`src/rtl/lcdtb_pkg.sv`:
```
// ----------------------------------------------------------------------------
// lcdtb_pkg
// Types, codes and helpers shared by the character LCD text buffer modules.
// ----------------------------------------------------------------------------
package lcdtb_pkg;

	localparam int ROW_W  = 2;
	localparam int COL_W  = 5;
	localparam int CHAR_W = 8;
	localparam int NIB_W  = 4;

	localparam int Q_DEPTH = 2;

	// input opcodes
	localparam logic [1:0] OP_SET_CURSOR = 2'd0;
	localparam logic [1:0] OP_PUT_CHAR   = 2'd1;
	localparam logic [1:0] OP_CLEAR      = 2'd2;
	localparam logic [1:0] OP_REFRESH    = 2'd3;

	// command kinds handed from front to back
	localparam logic [1:0] CMD_SET_ADDR = 2'd0;
	localparam logic [1:0] CMD_WRITE    = 2'd1;
	localparam logic [1:0] CMD_CLEAR    = 2'd2;
	localparam logic [1:0] CMD_REFRESH  = 2'd3;

	localparam logic [CHAR_W-1:0] SET_ADDR_CMD = 8'h80;
	localparam logic [CHAR_W-1:0] SPACE_CHAR   = 8'h20;
	localparam logic [CHAR_W-1:0] ROW_BASE [4] = '{8'h00, 8'h40, 8'h14, 8'h54};

	typedef struct packed {
		logic [1:0]        opcode;
		logic [ROW_W-1:0]  row;
		logic [COL_W-1:0]  col;
		logic [CHAR_W-1:0] char_code;
	} item_t;

	typedef struct packed {
		logic             reg_select;
		logic [NIB_W-1:0] nibble;
		logic             last;
	} result_t;

	typedef struct packed {
		logic [1:0]        kind;
		logic [ROW_W-1:0]  row;
		logic [COL_W-1:0]  col;
		logic [CHAR_W-1:0] char_code;
		logic              scroll;
	} cmd_t;

	typedef struct packed {
		logic idle;
		logic out_load;
		logic out_last;
	} back_stat_t;

	function automatic logic [CHAR_W-1:0] addr_cmd(input logic [ROW_W-1:0] row,
		input logic [COL_W-1:0] col);
		return SET_ADDR_CMD | ROW_BASE[row] | {{(CHAR_W-COL_W){1'b0}}, col};
	endfunction

endpackage

```
`src/rtl/lcdtb_front.sv`:
```
// ----------------------------------------------------------------------------
// lcdtb_front
// Accepts input items, keeps the write cursor and turns each item into a
// command for the back end; items that do nothing are dropped here.
// ----------------------------------------------------------------------------
module lcdtb_front #(
	parameter int ROWS    = 4,
	parameter int COLUMNS = 20
) (
	input  logic            clk,
	input  logic            arst_n,
	input  logic            push,
	output logic            full,
	input  lcdtb_pkg::item_t item,
	input  logic            q_full,
	output logic            q_push,
	output lcdtb_pkg::cmd_t q_data
);
	import lcdtb_pkg::*;

	localparam logic [ROW_W:0] RowsW = (ROW_W+1)'(ROWS);

	logic [ROW_W-1:0] cur_row_q;
	logic [COL_W-1:0] cur_col_q;

	logic             accept;
	logic             wrap;
	logic [ROW_W:0]   r_next;
	logic             scroll;
	logic [ROW_W-1:0] r_put;
	logic [COL_W-1:0] c_put;
	logic             set_ok;
	logic             ref_ok;
	logic             keep;

	assign full   = q_full;
	assign accept = push && !q_full;

	assign wrap   = cur_col_q >= COL_W'(COLUMNS);
	assign r_next = wrap ? {1'b0, cur_row_q} + (ROW_W+1)'(1) : {1'b0, cur_row_q};
	assign c_put  = wrap ? '0 : cur_col_q;
	assign scroll = r_next >= RowsW;
	assign r_put  = scroll ? ROW_W'(ROWS-1) : r_next[ROW_W-1:0];

	assign ref_ok = {1'b0, item.row} < RowsW;
	assign set_ok = ref_ok && (item.col <= COL_W'(COLUMNS));

	always_comb begin
		q_data.kind      = CMD_CLEAR;
		q_data.row       = item.row;
		q_data.col       = item.col;
		q_data.char_code = item.char_code;
		q_data.scroll    = 1'b0;
		keep             = 1'b1;
		unique case (item.opcode)
			OP_SET_CURSOR: begin
				q_data.kind = CMD_SET_ADDR;
				keep        = set_ok;
			end
			OP_PUT_CHAR: begin
				q_data.kind   = CMD_WRITE;
				q_data.row    = r_put;
				q_data.col    = c_put;
				q_data.scroll = scroll;
			end
			OP_CLEAR: begin
				q_data.kind = CMD_CLEAR;
			end
			OP_REFRESH: begin
				q_data.kind = CMD_REFRESH;
				keep        = ref_ok;
			end
			default: keep = 1'b0;
		endcase
	end

	assign q_push = accept && keep;

	always_ff @(posedge clk or negedge arst_n) begin
		if (!arst_n) begin
			cur_row_q <= '0;
			cur_col_q <= '0;
		end else if (accept) begin
			if (item.opcode == OP_SET_CURSOR && set_ok) begin
				cur_row_q <= item.row;
				cur_col_q <= item.col;
			end else if (item.opcode == OP_PUT_CHAR) begin
				cur_row_q <= r_put;
				cur_col_q <= c_put + COL_W'(1);
			end
		end
	end

endmodule

```
`src/rtl/lcdtb_cmd_fifo.sv`:
```
// ----------------------------------------------------------------------------
// lcdtb_cmd_fifo
// Short command queue between front and back end.
// ----------------------------------------------------------------------------
module lcdtb_cmd_fifo (
	input  logic            clk,
	input  logic            arst_n,
	input  logic            wr_en,
	input  lcdtb_pkg::cmd_t wr_data,
	output logic            full,
	input  logic            rd_en,
	output lcdtb_pkg::cmd_t rd_data,
	output logic            empty
);
	import lcdtb_pkg::*;

	localparam int PW = $clog2(Q_DEPTH);

	cmd_t          slot_q [Q_DEPTH];
	logic [PW-1:0] wr_ptr_q;
	logic [PW-1:0] rd_ptr_q;
	logic [PW:0]   count_q;
	logic          do_wr;
	logic          do_rd;

	assign full    = count_q == (PW+1)'(Q_DEPTH);
	assign empty   = count_q == '0;
	assign do_wr   = wr_en && !full;
	assign do_rd   = rd_en && !empty;
	assign rd_data = slot_q[rd_ptr_q];

	always_ff @(posedge clk) begin
		if (do_wr) begin
			slot_q[wr_ptr_q] <= wr_data;
		end
	end

	always_ff @(posedge clk or negedge arst_n) begin
		if (!arst_n) begin
			wr_ptr_q <= '0;
			rd_ptr_q <= '0;
			count_q  <= '0;
		end else begin
			if (do_wr) begin
				wr_ptr_q <= (wr_ptr_q == PW'(Q_DEPTH-1)) ? '0 : wr_ptr_q + PW'(1);
			end
			if (do_rd) begin
				rd_ptr_q <= (rd_ptr_q == PW'(Q_DEPTH-1)) ? '0 : rd_ptr_q + PW'(1);
			end
			if (do_wr && !do_rd) begin
				count_q <= count_q + (PW+1)'(1);
			end else if (do_rd && !do_wr) begin
				count_q <= count_q - (PW+1)'(1);
			end
		end
	end

endmodule

```
`src/rtl/lcdtb_back.sv`:
```
// ----------------------------------------------------------------------------
// lcdtb_back
// Carries out commands: owns the text store and the scroll offset, and
// sends bytes to the display as nibbles through an output register.
// ----------------------------------------------------------------------------
module lcdtb_back #(
	parameter int ROWS    = 4,
	parameter int COLUMNS = 20
) (
	input  logic                  clk,
	input  logic                  arst_n,
	input  logic                  q_empty,
	input  lcdtb_pkg::cmd_t       q_data,
	output logic                  q_pop,
	output logic                  empty,
	input  logic                  pop,
	output lcdtb_pkg::result_t    result,
	output lcdtb_pkg::back_stat_t stat
);
	import lcdtb_pkg::*;

	localparam int DEPTH = ROWS * COLUMNS;
	localparam int AW    = $clog2(DEPTH);
	localparam logic [ROW_W:0] RowsW = (ROW_W+1)'(ROWS);

	localparam logic [1:0] ST_IDLE = 2'd0;
	localparam logic [1:0] ST_SEND = 2'd1;
	localparam logic [1:0] ST_READ = 2'd2;

	logic [1:0]        state_q;
	logic              phase_q;
	logic              out_full_q;
	logic [ROW_W-1:0]  off_q;
	logic [DEPTH-1:0]  valid_q;

	logic [CHAR_W-1:0] mem [DEPTH];
	logic [CHAR_W-1:0] rdata_q;
	logic              rvalid_q;

	logic [CHAR_W-1:0] byte_q;
	logic              rs_q;
	logic              lastbyte_q;
	logic [COL_W-1:0]  col_q;
	logic [AW-1:0]     base_q;
	result_t           out_q;

	logic              dispatch;
	logic              do_write;
	logic              do_clear;
	logic              send_go;
	logic              slot_free;
	logic [ROW_W:0]    row_sum;
	logic [ROW_W-1:0]  prow;
	logic [ROW_W-1:0]  wr_row;
	logic [AW-1:0]     wr_addr;
	logic [AW-1:0]     clr_base;
	logic [AW-1:0]     rd_addr;
	logic [NIB_W-1:0]  nib;

	// logical row to physical row of the store, rotated by the scroll offset
	assign row_sum = {1'b0, q_data.row} + {1'b0, off_q};
	assign prow    = (row_sum >= RowsW) ? ROW_W'(row_sum - RowsW) : row_sum[ROW_W-1:0];

	// after a scroll the new bottom row sits where the old top row was
	assign wr_row   = q_data.scroll ? off_q : prow;
	assign wr_addr  = AW'(wr_row * COLUMNS) + AW'(q_data.col);
	assign clr_base = AW'(off_q * COLUMNS);
	assign rd_addr  = base_q + AW'(col_q);

	assign dispatch  = (state_q == ST_IDLE) && !q_empty;
	assign q_pop     = dispatch;
	assign do_write  = dispatch && (q_data.kind == CMD_WRITE);
	assign do_clear  = dispatch && (q_data.kind == CMD_CLEAR);
	assign slot_free = !out_full_q || pop;
	assign send_go   = (state_q == ST_SEND) && slot_free;
	assign nib       = phase_q ? byte_q[NIB_W-1:0] : byte_q[CHAR_W-1:NIB_W];

	assign empty  = !out_full_q;
	assign result = out_q;

	assign stat.idle     = state_q == ST_IDLE;
	assign stat.out_load = send_go;
	assign stat.out_last = lastbyte_q && phase_q;

	always_ff @(posedge clk) begin
		if (do_write) begin
			mem[wr_addr] <= q_data.char_code;
		end
		rdata_q  <= mem[rd_addr];
		rvalid_q <= valid_q[rd_addr];
	end

	always_ff @(posedge clk or negedge arst_n) begin
		if (!arst_n) begin
			valid_q <= '0;
			off_q   <= '0;
		end else if (do_clear) begin
			valid_q <= '0;
		end else if (do_write) begin
			if (q_data.scroll) begin
				for (int j = 0; j < COLUMNS; j++) begin
					valid_q[clr_base + AW'(j)] <= 1'b0;
				end
				off_q <= (off_q == ROW_W'(ROWS-1)) ? '0 : off_q + ROW_W'(1);
			end
			valid_q[wr_addr] <= 1'b1;
		end
	end

	always_ff @(posedge clk or negedge arst_n) begin
		if (!arst_n) begin
			state_q    <= ST_IDLE;
			phase_q    <= 1'b0;
			out_full_q <= 1'b0;
		end else begin
			unique case (state_q)
				ST_IDLE: begin
					if (dispatch && (q_data.kind == CMD_SET_ADDR ||
						q_data.kind == CMD_REFRESH)) begin
						state_q <= ST_SEND;
						phase_q <= 1'b0;
					end
				end
				ST_SEND: begin
					if (slot_free) begin
						phase_q <= ~phase_q;
						if (phase_q) begin
							state_q <= lastbyte_q ? ST_IDLE : ST_READ;
						end
					end
				end
				ST_READ: begin
					state_q <= ST_SEND;
					phase_q <= 1'b0;
				end
				default: state_q <= ST_IDLE;
			endcase
			if (send_go) begin
				out_full_q <= 1'b1;
			end else if (pop) begin
				out_full_q <= 1'b0;
			end
		end
	end

	always_ff @(posedge clk) begin
		if (dispatch) begin
			byte_q     <= addr_cmd(q_data.row,
				(q_data.kind == CMD_SET_ADDR) ? q_data.col : COL_W'(0));
			rs_q       <= 1'b0;
			lastbyte_q <= q_data.kind == CMD_SET_ADDR;
			col_q      <= '0;
			base_q     <= AW'(prow * COLUMNS);
		end else if (state_q == ST_READ) begin
			// unwritten entries read as space
			byte_q     <= rvalid_q ? rdata_q : SPACE_CHAR;
			rs_q       <= 1'b1;
			lastbyte_q <= col_q == COL_W'(COLUMNS-1);
			col_q      <= col_q + COL_W'(1);
		end
		if (send_go) begin
			out_q.reg_select <= rs_q;
			out_q.nibble     <= nib;
			out_q.last       <= lastbyte_q && phase_q;
		end
	end

endmodule

```
`src/rtl/char_lcd_text_buffer_scroll_unit.sv`:
```
// ----------------------------------------------------------------------------
// char_lcd_text_buffer_scroll_unit
// Text buffer and 4-bit character LCD nibble stream generator.
// ----------------------------------------------------------------------------
// Input channel: an item (opcode, row, col, char_code) transfers when push is
// high and full is low. Result channel: the oldest nibble is on result while
// empty is low and transfers when pop is high.
// Set cursor emits two command nibbles; refresh emits two command nibbles and
// then two data nibbles per column (42 for 20 columns); last marks the final
// nibble of an item. Put character and clear emit nothing.
// The front end decodes one item per cycle, while the queue is not full, into
// a two-entry command queue. The back end takes one command at a time: write
// and clear are done as they are dispatched, and scrolling is done by rotating
// a row offset, so no text is moved. Each byte goes out as two nibble loads;
// in a refresh every byte but the last is followed by a store read that
// fetches the next character; a nibble load waits for a free output register.
// Reset clears the cursor, the scroll offset and the per-entry valid bits, so
// the whole store reads as spaces at once; there is no clearing pass.
// When pop stays low the output register holds, the back end stalls, and the
// queue fills until full goes high.
// ----------------------------------------------------------------------------
module char_lcd_text_buffer_scroll_unit #(
	parameter int ROWS    = 4,
	parameter int COLUMNS = 20
) (
	input  logic               clk,
	input  logic               arst_n,
	input  logic               push,
	output logic               full,
	input  lcdtb_pkg::item_t   item,
	output logic               empty,
	input  logic               pop,
	output lcdtb_pkg::result_t result
);
	import lcdtb_pkg::*;

	logic       q_push;
	logic       q_full;
	cmd_t       q_wdata;
	logic       q_pop;
	logic       q_empty;
	cmd_t       q_rdata;
	back_stat_t stat;

	lcdtb_front #(
		.ROWS   (ROWS),
		.COLUMNS(COLUMNS)
	) u_front (
		.clk   (clk),
		.arst_n(arst_n),
		.push  (push),
		.full  (full),
		.item  (item),
		.q_full(q_full),
		.q_push(q_push),
		.q_data(q_wdata)
	);

	lcdtb_cmd_fifo u_fifo (
		.clk    (clk),
		.arst_n (arst_n),
		.wr_en  (q_push),
		.wr_data(q_wdata),
		.full   (q_full),
		.rd_en  (q_pop),
		.rd_data(q_rdata),
		.empty  (q_empty)
	);

	lcdtb_back #(
		.ROWS   (ROWS),
		.COLUMNS(COLUMNS)
	) u_back (
		.clk    (clk),
		.arst_n (arst_n),
		.q_empty(q_empty),
		.q_data (q_rdata),
		.q_pop  (q_pop),
		.empty  (empty),
		.pop    (pop),
		.result (result),
		.stat   (stat)
	);

`ifndef SYNTHESIS
	// the final nibble of a command returns the sequencer to idle
	a_last_to_idle: assert property (@(posedge clk) disable iff (!arst_n)
		stat.out_load && stat.out_last |=> stat.idle)
		else $error("sequencer not idle after last nibble");

	// commands are taken only while the sequencer is idle
	a_pop_when_idle: assert property (@(posedge clk) disable iff (!arst_n)
		q_pop |-> stat.idle && !q_empty)
		else $error("command queue read while busy or empty");

	// a nibble is loaded only into a free or draining output register
	a_no_overwrite: assert property (@(posedge clk) disable iff (!arst_n)
		stat.out_load |-> empty || pop)
		else $error("output register overwritten");
`endif

endmodule

```
`config.mk`:
```
export PLATFORM = sky130hd
export DESIGN_NAME = char_lcd_text_buffer_scroll_unit
export DESIGN_NICKNAME = d
export VERILOG_FILES = /design/src/rtl/lcdtb_pkg.sv /design/src/rtl/lcdtb_front.sv /design/src/rtl/lcdtb_cmd_fifo.sv /design/src/rtl/lcdtb_back.sv /design/src/rtl/char_lcd_text_buffer_scroll_unit.sv
export SDC_FILE = /design/constraint.sdc
export NUM_CORES = 1
export LEC_CHECK = 0
export CAP_MARGIN = 20
export CORE_ASPECT_RATIO = 0.8
export CORE_UTILIZATION = 55
export DETAILED_ROUTE_END_ITERATION = 6
export DONT_BUFFER_PORTS = 1
export PLACE_DENSITY = 0.8
export SKIP_CTS_REPAIR_TIMING = 1
export SYNTH_ARGS = -nofsm -noshare
export SYNTH_HDL_FRONTEND = slang
export SYNTH_SLANG_ARGS = --single-unit
```
`constraint.sdc`:
```
create_clock -name clk -period 4.1 [get_ports clk]
set_input_delay 0.615 -clock clk [delete_from_list [all_inputs] [get_ports clk]]
set_output_delay 0.615 -clock clk [all_outputs]
set_load 0.005 [all_outputs]
```
# Word level (Yosys, flattened, before mapping)
# Memories as Yosys holds them, arrays and structs flattened. A register that Yosys moved wholly into a read port is not among the register bits.
# Index checks and enable logic that the tools add are counted.
[word_totals] regBits=124 ramBits=676 in_bits=21 output_inout_bits=8 mem_count=2
[mem_list] memory="u_back.mem" depth=80 width=8 rd=1 rd_clocked_by_memory_dff=1 write_ports=1 line="lcdtb_back.sv:36" text="logic [CHAR_W-1:0] mem [DEPTH];"
[mem_list] memory="u_fifo.slot_q" depth=2 width=18 rd=1 rd_clocked_by_memory_dff=0 write_ports=1 line="lcdtb_cmd_fifo.sv:19" text="cmd_t slot_q [Q_DEPTH];"
[classes] add_sub_neg=31 mul=3 magnitude_cmp=48 eq_ne=14 n_mux=91 n_bitwise=45 n_reduce_logical=55
[ops] op="80-bit AND" n=20
[ops] op="80-bit NOT" n=19
[ops] op="80-bit two-way mux" n=5
[ops] op="7-bit by 8-bit < comparator with 1-bit output, second input constant" n=22
[ops] op="7-bit by 1-bit greater-or-equal comparator with 1-bit output, second input constant" n=21
[ops] op="1-bit demux with 7-bit select" n=20
[ops] op="77-bit NOT with 80-bit output" n=1
[ops] op="80-bit bitwise OR" n=1
[ops] op="7-bit by 4-bit adder with 7-bit output, second input constant" n=8
[ops] op="1-bit two-way mux" n=36
[ops] op="1-bit logical AND" n=34
[ops] op="7-bit by 3-bit adder with 7-bit output, second input constant" n=4
[ops] op="7-bit by 5-bit adder with 7-bit output, second input constant" n=4
[ops] op="2-bit two-way mux" n=12
[ops] op="8-bit two-way mux" n=3
[ops] op="7-bit two-way mux" n=3
[ops] op="5-bit two-way mux" n=4
[ops] op="8-bit binary-select mux with 2-bit select" n=1
[ops] op="2-bit by 3-bit multiplier with 5-bit output, second input constant" n=3
[ops] op="7-bit by 2-bit adder with 7-bit output, second input constant" n=2
[ops] op="7-bit by 5-bit adder with 7-bit output" n=2
[ops] op="2-bit equality test, second input constant" n=7
[ops] op="5-bit by 1-bit adder with 5-bit output, second input constant" n=2
[ops] op="2-bit nonzero test" n=5
[ops] op="other kinds (28)" n=48

# Longest topological paths before layout
# Gate-level depths: netlist of run 1.
[logic_depth] ltp_word=32 depth_mapped=15 depth_no_buf=13

# Cells and area by module
# Synthesis of run 1 repeated with hierarchy kept, for this count alone.
[hier_totals] hier_cells=1930 hier_area_um2=33246.9
[modules_own_cells] module="lcdtb_back" n_inst=1 cells_per_inst=1759 area_per_inst_um2=30945.9
[modules_own_cells] module="lcdtb_cmd_fifo" n_inst=1 cells_per_inst=75 area_per_inst_um2=1545.2
[modules_own_cells] module="lcdtb_front" n_inst=1 cells_per_inst=96 area_per_inst_um2=755.7

# Least setup slack after synthesis of run 1
# OpenSTA, ideal clock, no wires.
[synth_path] path_kind="register -> register" from="reg u_fifo.rd_ptr_q" to="mem u_back.mem[69][0] (enable)" setup_time_ns=0.370 arrival_time_ns=3.848 required_ns=3.730 path_slack_ns=-0.118 path_stages_with_launch=16 path_buffers=3 synth_period_minus_slack_ns=4.218 cell_sequence="dfrtp_1 -> buf_1 -> mux2_2 -> ha_1 -> xor2_2 -> nand2_2 -> xnor2_4 -> inv_2 -> fa_1 -> xor2_1 -> inv_1 -> nand2_1 -> or3_1 -> clkbuf_1 -> clkbuf_1 -> nor2_1"
[synth_between] elab_chain_len=7
[synth_lines] element="start: declaration" line="lcdtb_cmd_fifo.sv:21" text="logic [PW-1:0] rd_ptr_q;"
[synth_lines] element="start signal: assignment" line="lcdtb_cmd_fifo.sv:48" text="rd_ptr_q <= (rd_ptr_q == PW'(Q_DEPTH-1)) ? '0 : rd_ptr_q + PW'(1);"
[synth_lines] element="memory read 2 x 18 bit (*)"
[synth_lines] element="2-bit by 2-bit adder with 3-bit output" line="lcdtb_back.sv:61" text="assign row_sum = {1'b0, q_data.row} + {1'b0, off_q};"
[synth_lines] element="3-bit greater-or-equal comparator / 2-bit by 1-bit subtractor with 2-bit output (equally long branches)" line="lcdtb_back.sv:62" text="assign prow = (row_sum >= RowsW) ? ROW_W'(row_sum - RowsW) : row_sum[ROW_W-1:0];"
[synth_lines] element="2-bit two-way mux" line="lcdtb_back.sv:62"
[synth_lines] element="2-bit two-way mux" line="lcdtb_back.sv:65" text="assign wr_row = q_data.scroll ? off_q : prow;"
[synth_lines] element="2-bit by 3-bit multiplier with 5-bit output" line="lcdtb_back.sv:66" text="assign wr_addr = AW'(wr_row * COLUMNS) + AW'(q_data.col);"
[synth_lines] element="7-bit by 5-bit adder with 7-bit output" line="lcdtb_back.sv:66"
[synth_lines] element="end: declaration" line="lcdtb_back.sv:36"
# Every way passes the cells marked *; elsewhere a longest branch is shown, timed or not.

# Worst setup path after layout of run 1
[layout_path] from="reg u_fifo.rd_ptr_q" to="mem u_back.mem[43][3] (enable)"
# Same word-level chain as after synthesis.

==> qor.tcl, run 1 <==
set qor(mostFrequentLayoutCells) {edfxtp_1 (693), mux4_2 (174), nand2_1 (133)}
set qor(routability_driven_placement_congestion_ratio) 0.9061
set qor(time_the_final_worst_path_needs_with_i_o_delays_and_setup_ps) 3968
set qor(vias_per_cell) 6.517
set qor(clock_input_transition_at_the_sequential_cells_of_the_worst_setup_and_hold_paths_ps) 70
set qor(timing.critical_path.to_type) {flop}
set qor(grt_pass1_vias) 18050
set qor(die_area_um2) 60400
set qor(critical-path-top-delay-family) {multiplexers}
set qor(number_of_antenna_violations_at_the_first_check_in_global_routing) 1
set qor(clock_insertion_delay_worst_skew_ps) 620
set qor(route.antenna.remaining_nets) 0
set qor(timing.clock.skew_ps) 21.26
set qor(dp_hpwl_mm) 48.23
set qor(timing.critical_path.fanout_max) 20
set qor(status) {finished, final reports clean}
set qor(fillers) 3839
set qor(critPathLaunchType) {flop}
set qor(highest_delay_cell_along_the_critical_path) {nor2_1}
set qor(pin_count_of_the_biggest_net_entering_global_routing) 98
set qor(count_of_buffering_cells_on_the_critical_path_with_inverters_included) 3
set qor(num-nets-final) 2006
set qor(global_route_wire_length_before_repair_mm) 113.6
set qor(critical_path_type) {reg -> reg}
set qor(synth_area_um2) 32680
set qor(required_ps) 4340
set qor(initial_utilization_pct) 55.94
set qor(detail_route.drc_violations) 0
set qor(chip_width_um) 274.5
set qor(core_area_um2) 58420
set qor(postSynthNetCount) 1917
set qor(syn_inst) 1872
set qor(clock_tree_from_tritoncts) {yes}
set qor(critical_path_arrival_ps) 4210
set qor(clock_tree.root_cell) {clkbuf_16}
set qor(setup_viol) 0
set qor(gr-usage-all-layers_pct) 25.84
set qor(hold_path.class) {in -> reg}
set qor(crit_path_max_incr_delay_ps) 560
set qor(placement.io_buffers) 0
set qor(max_cap_viol_count) 0
set qor(placement_rows) 79
set qor(ys_async_sr_fraction_pct) 12.05
set qor(drt-total-wl_mm) 75.99
set qor(yosysSeqAreaShare_pct) 72.03
set qor(synth_seq_cells) 805
set qor(detail_route.first_pass.iterations) 7
set qor(static-leakage-power_nw) 12.07
set qor(holdWs_ps) 90.31
set qor(layout.cells.most_common) {edfxtp_1}
set qor(worst_slew_pin_slew_ps) 1126
set qor(setup_repair_after_global_routing_missed_its_margin) {true}
set qor(cts-buffers-inserted) 73
set qor(cellPowerDensity_nw_per_um2) 667.7
set qor(overall_overflow_remaining_after_global_route) 0
set qor(initialDrtViolationCount) 2314
set qor(routed-via-count) 18140
set qor(final_layout_size_suffix_gt1_share_pct) 22.58
set qor(path_cells) {buf_4 -> mux2_4 -> xor2_2 -> nand2_2 -> xnor2_4 -> inv_2 -> fa_1 -> xor2_2 -> inv_1 -> nand3_1 -> mux2_2 -> nor2_1}
set qor(fin_crit_sh_pct) 96.78
set qor(finalMaxSlewViolations) 0
set qor(power.ir.vdd_worst_uv) 569.5
set qor(final_core_utilization_pct) 62.51
set qor(unique_cell_type_count_in_the_yosys_netlist) 60
set qor(syn_to_final_growth_pct) 11.74
set qor(slew_headroom_pct) 24.78
set qor(layoutNonFillerInstCount) 2784
set qor(synth_edf_count) 693
set qor(critical-path-top-cell-by-count) {xor2_2}
set qor(pin_count) 29
set qor(ys_dominant_reg_cell) {edfxtp_1}
set qor(dp_cells) 2652
set qor(drt_wl_cell_um) 27.29
set qor(h_tree_level_count) 3
set qor(finalHoldViolCount) 0
set qor(floorplan.die.height_um) 220.0
set qor(numClockSinks) 805
set qor(cts_buffer_depth) 3
set qor(max_freq_mhz) 252.0
set qor(antenna_cells) 0
set qor(per_instance_average_area_after_synthesis_um2) 17.46
set qor(synth_warnings) 0
[flip-flops by register name, indices dropped and copies added, names as in the netlist, 2 cells and up]
name               flops
u_back.col_q           5
u_back.off_q           2
u_front.cur_col_q      5
u_back.result          6
u_back.base_q          2
u_back.state_q         2
u_fifo.slot_q         36
u_fifo.count_q         2
u_back.valid_q        80
u_back.mem           640
u_back.byte_q          8
u_back.rdata_q         8
u_front.cur_row_q      2
[cell usage after synthesis, types with 3 or more instances]
master,count,area [um2]
a211oi_1,5,37.54
o211ai_1,8,60.06
o21ai_1,13,65.06
a21o_1,6,45.04
and3_1,3,18.77
nand2b_1,8,50.05
o21a_1,3,22.52
clkbuf_1,57,214.0
a21oi_1,43,215.2
nor2b_1,14,87.58
o22ai_1,26,162.7
nand3_1,18,90.09
edfxtp_1,693,20810
o21ai_0,114,570.6
mux2i_1,69,690.7
a22o_1,8,70.07
nand2_1,133,499.2
buf_1,9,33.78
dfrtp_1,97,2427
o22a_1,3,26.28
ha_1,22,275.3
a31oi_1,5,31.28
mux2_2,30,337.8
xor2_1,7,61.31
mux4_2,174,3919
or3_1,3,18.77
and2_1,8,50.05
a22oi_1,17,127.6
a211o_1,4,35.03
dfxtp_1,15,300.3
or2_2,3,18.77
nor2_1,132,495.5
buf_4,5,37.54
nor3_1,12,60.06
inv_1,28,105.1
a221oi_1,7,61.31
nand4_1,5,31.28
xnor2_1,6,52.55
buf_2,25,125.1
a221o_1,4,40.04
[through the flow]
step / instance area [um2] / setup TNS (ps) / setup slack (ps) / power (W)
floorplan: 32680 / -25710 / -117.9 / 0.01495
global placement: 34160 / 0 / 178.6 / 0.01738
detailed placement: 34160 / 0 / 48.13 / 0.01767
CTS: 36410 / 0 / 29.77 / 0.02415
global route: 36510 / -360.0 / -18.05 / 0.02515
finish: 36510 / 0 / 132.1 / 0.02438
[cells by family after synthesis]
family          Yosys count  share of synthesized area [%]
xor+xnor                 15                         0.4825
compound gates          276                          5.070
buf+inv                 127                          1.635
mux                     274                          15.19
fa+ha+maj                25                         0.9955
flops                   805                          72.03
simple gates            350                          4.602
[metal layers]
metal,share of wire [%],global-route usage [%]
met1,40,36.11
met2,46,38.84
met3,12,7.748
met4,3.0,9.074
met5,0.013,0
[power by group]
part | total [W] | internal (W) | leakage (nW) | switching, W
combinational | 0.00727 | 0.00234 | 3.27 | 0.00493
sequential | 0.0106 | 0.0103 | 7.70 | 0.000312
clock | 0.00655 | 0.00365 | 1.11 | 0.00290
total | 0.0244 | 0.0162 | 12.1 | 0.00814
[area by class of cell]
type / instances / area (um2) / area share [%]
Sequential cell: 805 / 23550 / 64.48
Timing Repair Buffer: 111 / 940.9 / 2.577
Clock buffer: 100 / 2021 / 5.534
Inverter: 30 / 112.6 / 0.3084
Clock inverter: 29 / 230.2 / 0.6305
Tap cell: 769 / 962.2 / 2.635
Multi-Input combinational cell: 940 / 8702 / 23.83
[final timing paths]
kind | from | to | slack [ps] | depth (start not counted)
min in group asynchronous | arst_n | u_fifo.rd_ptr_q$_DFFE_PN0P_ | 610 | 2
hold reg to reg | u_back.lastbyte_q$_DFFE_PP_ | u_back.state_q[1]$_DFFE_PN0P_ | 450 | 1
hold / removal | item[0] | u_fifo.slot_q[0][1]$_DFFE_PP_ | 90 | 0
setup reg to reg | u_fifo.rd_ptr_q$_DFFE_PN0P_ | u_back.mem[43][3]$_DFFE_PP_ | 130 | 12
setup / recovery | u_fifo.rd_ptr_q$_DFFE_PN0P_ | u_back.mem[43][3]$_DFFE_PP_ | 130 | 12
max in group asynchronous | arst_n | u_back.valid_q[46]$_DFFE_PN0P_ | 3120 | 2
Power figures use the tool's default switching activity.
==> run 2: changes to the inputs <==
Settings changed: CTS_CLUSTER_DIAMETER set to 200, PLACE_DENSITY 0.8 to 0.77, SKIP_LAST_GASP set to 1.
Clock period 4.1 ns to 4.5 ns, I/O delays scaled along.
==> qor.tcl, run 2 (synthesis gave the netlist of run 1 again) <==
set qor(drt-total-wl_mm) 76.68
set qor(critPathLaunchType) {flop}
set qor(count_of_buffering_cells_on_the_critical_path_with_inverters_included) 2
set qor(cts_buffer_depth) 3
set qor(clock_tree_from_tritoncts) {yes}
set qor(num-nets-final) 1957
set qor(critical-path-top-delay-family) {simple AND/OR/NAND/NOR gates}
set qor(fillers) 3954
set qor(power.ir.vdd_worst_uv) 462.2
set qor(gr-usage-all-layers_pct) 26.28
set qor(route.antenna.remaining_nets) 0
set qor(status) {finished, final reports clean}
set qor(chip_width_um) 274.5
set qor(path_cells) {buf_4 -> mux2_4 -> xor2_2 -> nand2_2 -> xnor2_4 -> inv_2 -> fa_1 -> or4_1 -> nor2_1}
set qor(slew_headroom_pct) 25.22
set qor(placement.io_buffers) 0
set qor(initial_utilization_pct) 55.94
set qor(critical_path_arrival_ps) 4540
set qor(clock_input_transition_at_the_sequential_cells_of_the_worst_setup_and_hold_paths_ps) 60
set qor(timing.critical_path.to_type) {flop}
set qor(overall_overflow_remaining_after_global_route) 0
set qor(pin_count_of_the_biggest_net_entering_global_routing) 98
set qor(cellPowerDensity_nw_per_um2) 616.7
set qor(setup_repair_after_global_routing_missed_its_margin) {false}
set qor(detail_route.drc_violations) 0
set qor(finalSetupTns_ps) 0
set qor(routability_driven_placement_congestion_ratio) 0.9016
set qor(multi_input_gate_area_um2) 8641
set qor(syn_to_final_growth_pct) 10.71
set qor(required_ps) 4750
set qor(critical_path_type) {reg -> reg}
set qor(cts-buffers-inserted) 74
set qor(fin_crit_sh_pct) 95.25
set qor(drt_wl_cell_um) 27.97
set qor(initialDrtViolationCount) 2490
set qor(time_the_final_worst_path_needs_with_i_o_delays_and_setup_ps) 4286
set qor(biggestRegsByFlops) {u_back.mem (640), u_back.valid_q (80), u_fifo.slot_q (36)}
set qor(hold_path.class) {in -> reg}
set qor(max_freq_mhz) 233.3
set qor(finalMaxSlewViolations) 0
set qor(clock_insertion_delay_worst_skew_ps) 630
set qor(crit_path_max_incr_delay_ps) 990
set qor(dp_hpwl_mm) 47.98
set qor(clock_tree.root_cell) {clkbuf_16}
set qor(die_area_um2) 60400
set qor(routed-via-count) 18060
set qor(max_cap_viol_count) 0
set qor(core_area_um2) 58420
set qor(top_register) {u_back.mem}
set qor(finalHoldViolCount) 0
set qor(layout.cells.most_common) {edfxtp_1}
set qor(timing.clock.skew_ps) 23.44
set qor(global_route_wire_length_before_repair_mm) 115.0
set qor(static-leakage-power_nw) 11.86
set qor(sequential_cell_area_um2) 23550
set qor(holdWs_ps) 142.0
set qor(number_of_flip_flops_in_the_largest_register) 640
set qor(floorplan.die.height_um) 220.0
set qor(numClockSinks) 805
set qor(vias_per_cell) 6.588
set qor(worst_slew_pin_slew_ps) 1090
set qor(highest_delay_cell_along_the_critical_path) {or4_1}
set qor(h_tree_level_count) 3
set qor(mostFrequentLayoutCells) {edfxtp_1 (693), mux4_2 (174), nand2_1 (133)}
set qor(placement_rows) 79
set qor(grt_pass1_vias) 17800
set qor(final_core_utilization_pct) 61.93
set qor(final_layout_size_suffix_gt1_share_pct) 19.48
set qor(pin_count) 29
set qor(setup_viol) 0
set qor(detail_route.first_pass.iterations) 5
set qor(timing.critical_path.fanout_max) 20
set qor(number_of_antenna_violations_at_the_first_check_in_global_routing) 1
## run 2: layout make-up
type	count	area share, %
flip-flops and latches	805	65.09
multi-input cells	940	23.89
clock buffers	96	5.523
well taps	769	2.660
repair buffers	61	1.453
clock inverters	39	1.076
inverters	30	0.3113
diodes	1	0.006917
## run 2: metal layers
layer / GRT usage, % / share of wire, % / routed length (um) / vias up
met4: 8.389 / 3.0 / 2279 / 0
li1: - / - / - / 7489
met2: 38.43 / 45 / 34450 / 1114
met5: 0 / 0 / 0 / -
met3: 7.399 / 12 / 9470 / 152
met1: 38.48 / 40 / 30470 / 9304
## run 2: worst paths after layout
kind / startpoint / end / slack [ps] / cells after the start
max: u_fifo.rd_ptr_q$_DFFE_PN0P_ / u_back.mem[5][7]$_DFFE_PP_ / 210 / 9
min: item[4] / u_fifo.slot_q[1][5]$_DFFE_PP_ / 140 / 0
max reg2reg: u_fifo.rd_ptr_q$_DFFE_PN0P_ / u_back.mem[5][7]$_DFFE_PP_ / 210 / 9
min reg2reg: u_back.lastbyte_q$_DFFE_PP_ / u_back.state_q[1]$_DFFE_PN0P_ / 460 / 1
max in group asynchronous: arst_n / u_back.valid_q[43]$_DFFE_PN0P_ / 3370 / 2
min in group asynchronous: arst_n / u_front.cur_col_q[1]$_DFFE_PN0P_ / 660 / 2
## run 2: worst reg2reg max path: stages, from the launching register on
cell	delay, ps
dfrtp_1	350
buf_4	310
mux2_4	370
xor2_2	190
nand2_2	120
xnor2_4	170
inv_2	80
fa_1	610
or4_1	990
nor2_1	740
## run 2: per-stage QoR
step	cells	worst slack, ps	area, um2	total power [W]
2_1_floorplan	1872	282.1	32680	0.01362
3_3_place_gp	2601	476.8	33710	0.01578
3_5_place_dp	2601	318.2	33710	0.01599
4_1_cts	2736	288.1	36100	0.02218
5_1_grt	2740	85.94	36170	0.02306
6_report	2741	213.9	36180	0.02231
## run 2: power breakdown
group | switching, W | total [W] | leakage (nW) | internal, W
combinational | 0.00444 | 0.00645 | 3.01 | 0.00201
clock | 0.00272 | 0.00623 | 1.15 | 0.00351
sequential | 0.000284 | 0.00963 | 7.70 | 0.00934
